$ cat src/design/call_tree_time_profiler_macros.svh
// Assertion macros for the call-tree profiler RTL.
`ifndef CALL_TREE_TIME_PROFILER_MACROS_SVH
`define CALL_TREE_TIME_PROFILER_MACROS_SVH
`ifndef SYNTHESIS
// Same-cycle implication, sampled on clk, off during rst.
`define CTP_ASSERT_IMPLIES(lbl, pre, post) \
  lbl: assert property (@(posedge clk) disable iff (rst) (pre) |-> (post)) \
    else $error("call-tree profiler check failed");
// Next-cycle implication, sampled on clk, off during rst.
`define CTP_ASSERT_NEXT(lbl, pre, post) \
  lbl: assert property (@(posedge clk) disable iff (rst) (pre) |=> (post)) \
    else $error("call-tree profiler check failed");
`else
`define CTP_ASSERT_IMPLIES(lbl, pre, post)
`define CTP_ASSERT_NEXT(lbl, pre, post)
`endif
`endif

$ cat src/design/ctp_ram.sv
// Generic single-write, single-read RAM with registered read data.
module ctp_ram #(
  parameter int WIDTH = 8,
  parameter int DEPTH = 64
) (
  input  logic                     clk,
  input  logic                     we,
  input  logic [$clog2(DEPTH)-1:0] waddr,
  input  logic [WIDTH-1:0]         wdata,
  input  logic [$clog2(DEPTH)-1:0] raddr,
  output logic [WIDTH-1:0]         rdata
);

  logic [WIDTH-1:0] mem [DEPTH];

  // Write port and registered read port
  always_ff @(posedge clk) begin
    if (we) begin
      mem[waddr] <= wdata;
    end
    rdata <= mem[raddr];
  end

endmodule

$ cat config.mk
export PLATFORM = sky130hd
export DESIGN_NAME = ctp_ram
export DESIGN_NICKNAME = d
export VERILOG_FILES = /design/src/design/call_tree_time_profiler_macros.svh /design/src/design/ctp_ram.sv
export SDC_FILE = /design/constraint.sdc
export NUM_CORES = 1
export LEC_CHECK = 0
export BUFFER_PORTS_ARGS = -buffer_cell sky130_fd_sc_hd__buf_2
export CAP_MARGIN = 20
export CORE_UTILIZATION = 45
export DETAILED_ROUTE_END_ITERATION = 8
export SETUP_SLACK_MARGIN = 0.4
export SYNTH_ARGS = -nofsm -noshare
export SYNTH_HDL_FRONTEND = slang
export SYNTH_SLANG_ARGS = --single-unit
$ cat constraint.sdc
create_clock -name clk -period 2.32 [get_ports clk]
set_input_delay 0.232 -clock clk [delete_from_list [all_inputs] [get_ports clk]]
set_output_delay 0.232 -clock clk [all_outputs]
set_load 0.05 [all_outputs]
# After elaboration in Yosys (flattened, before gate mapping)
# Memories as Yosys holds them, arrays and structs flattened. A register that Yosys moved wholly into a read port is not among the register bits.
# Cells that the tools add are included.
# Widths: inputs -> output; s select.
classes:
  mux: 2
op_table:
  columns: ["op", "n"]
  rows:
  - ["$mux 1", 2]
totals:
  ff_bits: 0
  ram_bits: 512
  in_bits: 22
  out_inout_bits: 8
  wordCells: 3
  memories: 1
mem_list:
  columns: ["memory", "words", "width", "read_ports", "rd_clocked_by_memory_dff", "wr", "line", "source"]
  rows:
  - ["mem", 64, 8, 1, 1, 1, "ctp_ram.sv:14", "logic [WIDTH-1:0] mem [DEPTH];"]

# Logic depth before layout (Yosys ltp)
depth:
  word_depth: 2
  mapped_depth: 9
  depth_no_buf: 5

# Least setup slack after synthesis
# Ideal clock, no wire load.
synth_path:
  path_kind: "input -> register"
  from: "input raddr[1]"
  to: "register rdata[3], read port of mem"
  setup_ns: 0.128
  t_arrival_ns: 1.772
  required_ns: 2.192
  slack_ns: 0.420
  cell_stages: 7
  path_buffers: 3
  path_cell_list: "buf_4 buf_2 buf_2 mux4_2 mux4_2 o21ai_1 o41ai_1"
synth_lines:
  columns: ["element", "line", "source"]
  rows:
  - ["from (decl)", "ctp_ram.sv:10", "input logic [$clog2(DEPTH)-1:0] raddr,"]
  - ["to (decl)", "ctp_ram.sv:11", "output logic [WIDTH-1:0] rdata"]

==> reports/metrics.cfg <==
[status]
status=finished clean

[placed_design]
gp_congestion=0.7982
portBuffers=29
hpwl_mm=28.55
post_dp_cell_area_sq_um=21860
dp_cells=1638

[synth]
syn-num-nets=962
synth-edff-count=512
ys_ff_latch=520
synth_top_cells_by_area=edfxtp_1, mux4_2, nor2_1, mux2i_1, dfxtp_1
syn_avg_cell_area_sq_um=21.45
synth_compound_area_frac=0.02072
yosysTopAreaCellShare=0.7624
syn_inst=940
synth_area_sq_um=20170
synth_top_family_by_area=multiplexers
synthAdderAreaFrac=0
synthMuxAreaShare=0.1594
synth_seq_area_share=0.7703
yosys_warnings=0
synth-xor-area-share=0
synth_top_cell_by_area=edfxtp_1
async_flop_share=0
yosysUniqueCellTypes=40
synthFlopType=edfxtp_1
synthSimpleGateAreaFrac=0.03388

[clock_tree]
clk_path_buf_depth=3
cts_tree=built
cts.sinks=520
h-tree-depth=2
clock_latency_ns=0.59
cts_buffers=52
cts_root_buffer=clkbuf_16
clk_pin_slew_ns=0.06

[global_routing]
antenna_found_initial=0
grt_pass1_wl_mm=67.59
grt_util_met3=0.02812
grt_start_max_net_pins=65
grt_pass1_vias=10049
grt_use_met2=0.3392
groute.usage.overall=0.2096
use_met1=0.2970
grt_overflow=0
busiest_layer=met2

[drt]
drt-initial-drc-count=940
postRouteAntennaNets=0
routed_via_density=5.676
wl_mm=45.46
drc=0
wl_per_cell_um=26.29
firstDrtPassIters=5
vias=9813

[floorplan]
core_area_sq_um=44220
die_width_um=213.7
die_y_um=213.7
dieArea_sq_um=45670
row_count=77
start_util=0.4560
io_pins=30

[power]
power_density_nw_per_um2=843.2
total_power_mw=19.87
ir_worst_vdd_mv=0.5172
p_leak_nw=7.602

[sta]
rsz0062_at_grt=true
worst_slew_pin_slew_ns=0.7825
maxSlewHeadroom=0.4783
fin_crit_sh=0.8140
max_freq_ghz=0.5295
finalSetupViolations=0
drv_slew=0
layout_min_cycle_time_ns=1.889
hold_viol=0
final.setup_skew_ns=0.01563

[layout]
area_growth_pct=16.86
final_common_cell=edfxtp_1
final_cells=1729
fin_area_sq_um=23570
drive_above_1_share=0.3237
finish.net_count=1122
antenna_cells=0
final_cell_mix=edfxtp_1, mux4_2, buf_4

[worst_setup_path]
cp.arrival_ns=2.33
cp-end-kind=flip-flop
cpPeakStageDelay_ns=0.49
start_kind=flip-flop
crit_required_ns=2.76
cp_max_fo=1
cp_cell_sequence=mux4_2 > mux2_2 > o221a_2 > nor3_2 > buf_4 > o32ai_1
slowest_stage=mux4_2
crit_type=reg2reg

[min_path]
hp-class=in2reg

[flow_run]
cap_viol_max_count=0

cell usage after synthesis, types with 4 or more instances:
cell / n
nand2b_1: 7
mux2_2: 13
o221ai_1: 8
buf_6: 4
nor3_1: 7
nand3_1: 13
dfxtp_1: 8
a221oi_1: 6
mux4_2: 126
mux2i_1: 23
buf_4: 13
a211oi_1: 4
nor2_1: 83
nor2b_1: 14
o22ai_1: 8
edfxtp_1: 512
clkbuf_1: 17
nand2_1: 19
buf_2: 11
buf_1: 4
per-layer routing:
layer / routed length [um] / up-vias
li1: - / 4247
met1: 19730 / 5209
met2: 22210 / 281
met3: 2338 / 76
met4: 1178 / 0
met5: 0 / -
cell families (layout without fill, tap and decap cells):
group | after synthesis | after routing
buffers and inverters | 51 | 248
and+or+nand+nor | 153 | 153
AOI/OAI and AO/OA | 54 | 54
muxes | 162 | 162
DFF | 520 | 520
where the power goes:
part           leakage, nW  total, mW  internal [mW]  switching (mW)
clock network        0.813       8.34           5.00            3.35
logic                 2.12       1.10          0.435           0.663
registers             4.67       10.4           10.4          0.0323
stage by stage:
stage,util,setup TNS [ns],worst slack (ns),hold WS [ns]
2_1_floorplan,-,0,0.4203,0.3309
3_3_place_gp,0.4944,-0.1361,-0.07326,0.6833
3_5_place_dp,0.4944,-0.1674,-0.06354,0.6652
4_1_cts,0.5326,0,0.3554,0.04211
5_1_grt,0.5329,0,0.3785,0.08936
6_report,0.5329,0,0.4314,0.09139
sequential cells by signal, summed over array words and instances, names as in the netlist:
| name | cells |
|---|---|
| mem | 512 |
| rdata | 8 |
repair_timing:
item                       4_1_cts  5_1_grt
pin swaps                        0        2
setup buffers                    0        0
hold buffers                     0        0
setup endpoints to repair        3        5
resized for setup                3        5
critical path: cells and delay by family (launching register included):
family	cells	cell delay, ns
buf+inv	1	0.14
compound gates	2	0.38
mux	2	0.78
flops	1	0.35
simple gates	1	0.11
layout make-up:
type	count	area, sq um
fill	3372	20650
clock buffer	70	1410
clock inverter	21	266.5
timing repair buffer	157	1270
multi-input combinational	369	4344
tap	592	740.7
sequential	520	15530
worst paths after layout:
path                        startpoint               end  slack (ns)  cells past startpoint
setup reg to reg  mem[29][6]$_DFFE_PP_  rdata[6]$_DFF_P_        0.43                      6
hold / removal                raddr[5]  rdata[0]$_DFF_P_        0.09                      3
hold reg to reg   mem[26][6]$_DFFE_PP_  rdata[6]$_DFF_P_        0.88                      3
setup / recovery  mem[29][6]$_DFFE_PP_  rdata[6]$_DFF_P_        0.43                      6
Power figures use the tool's default switching activity.
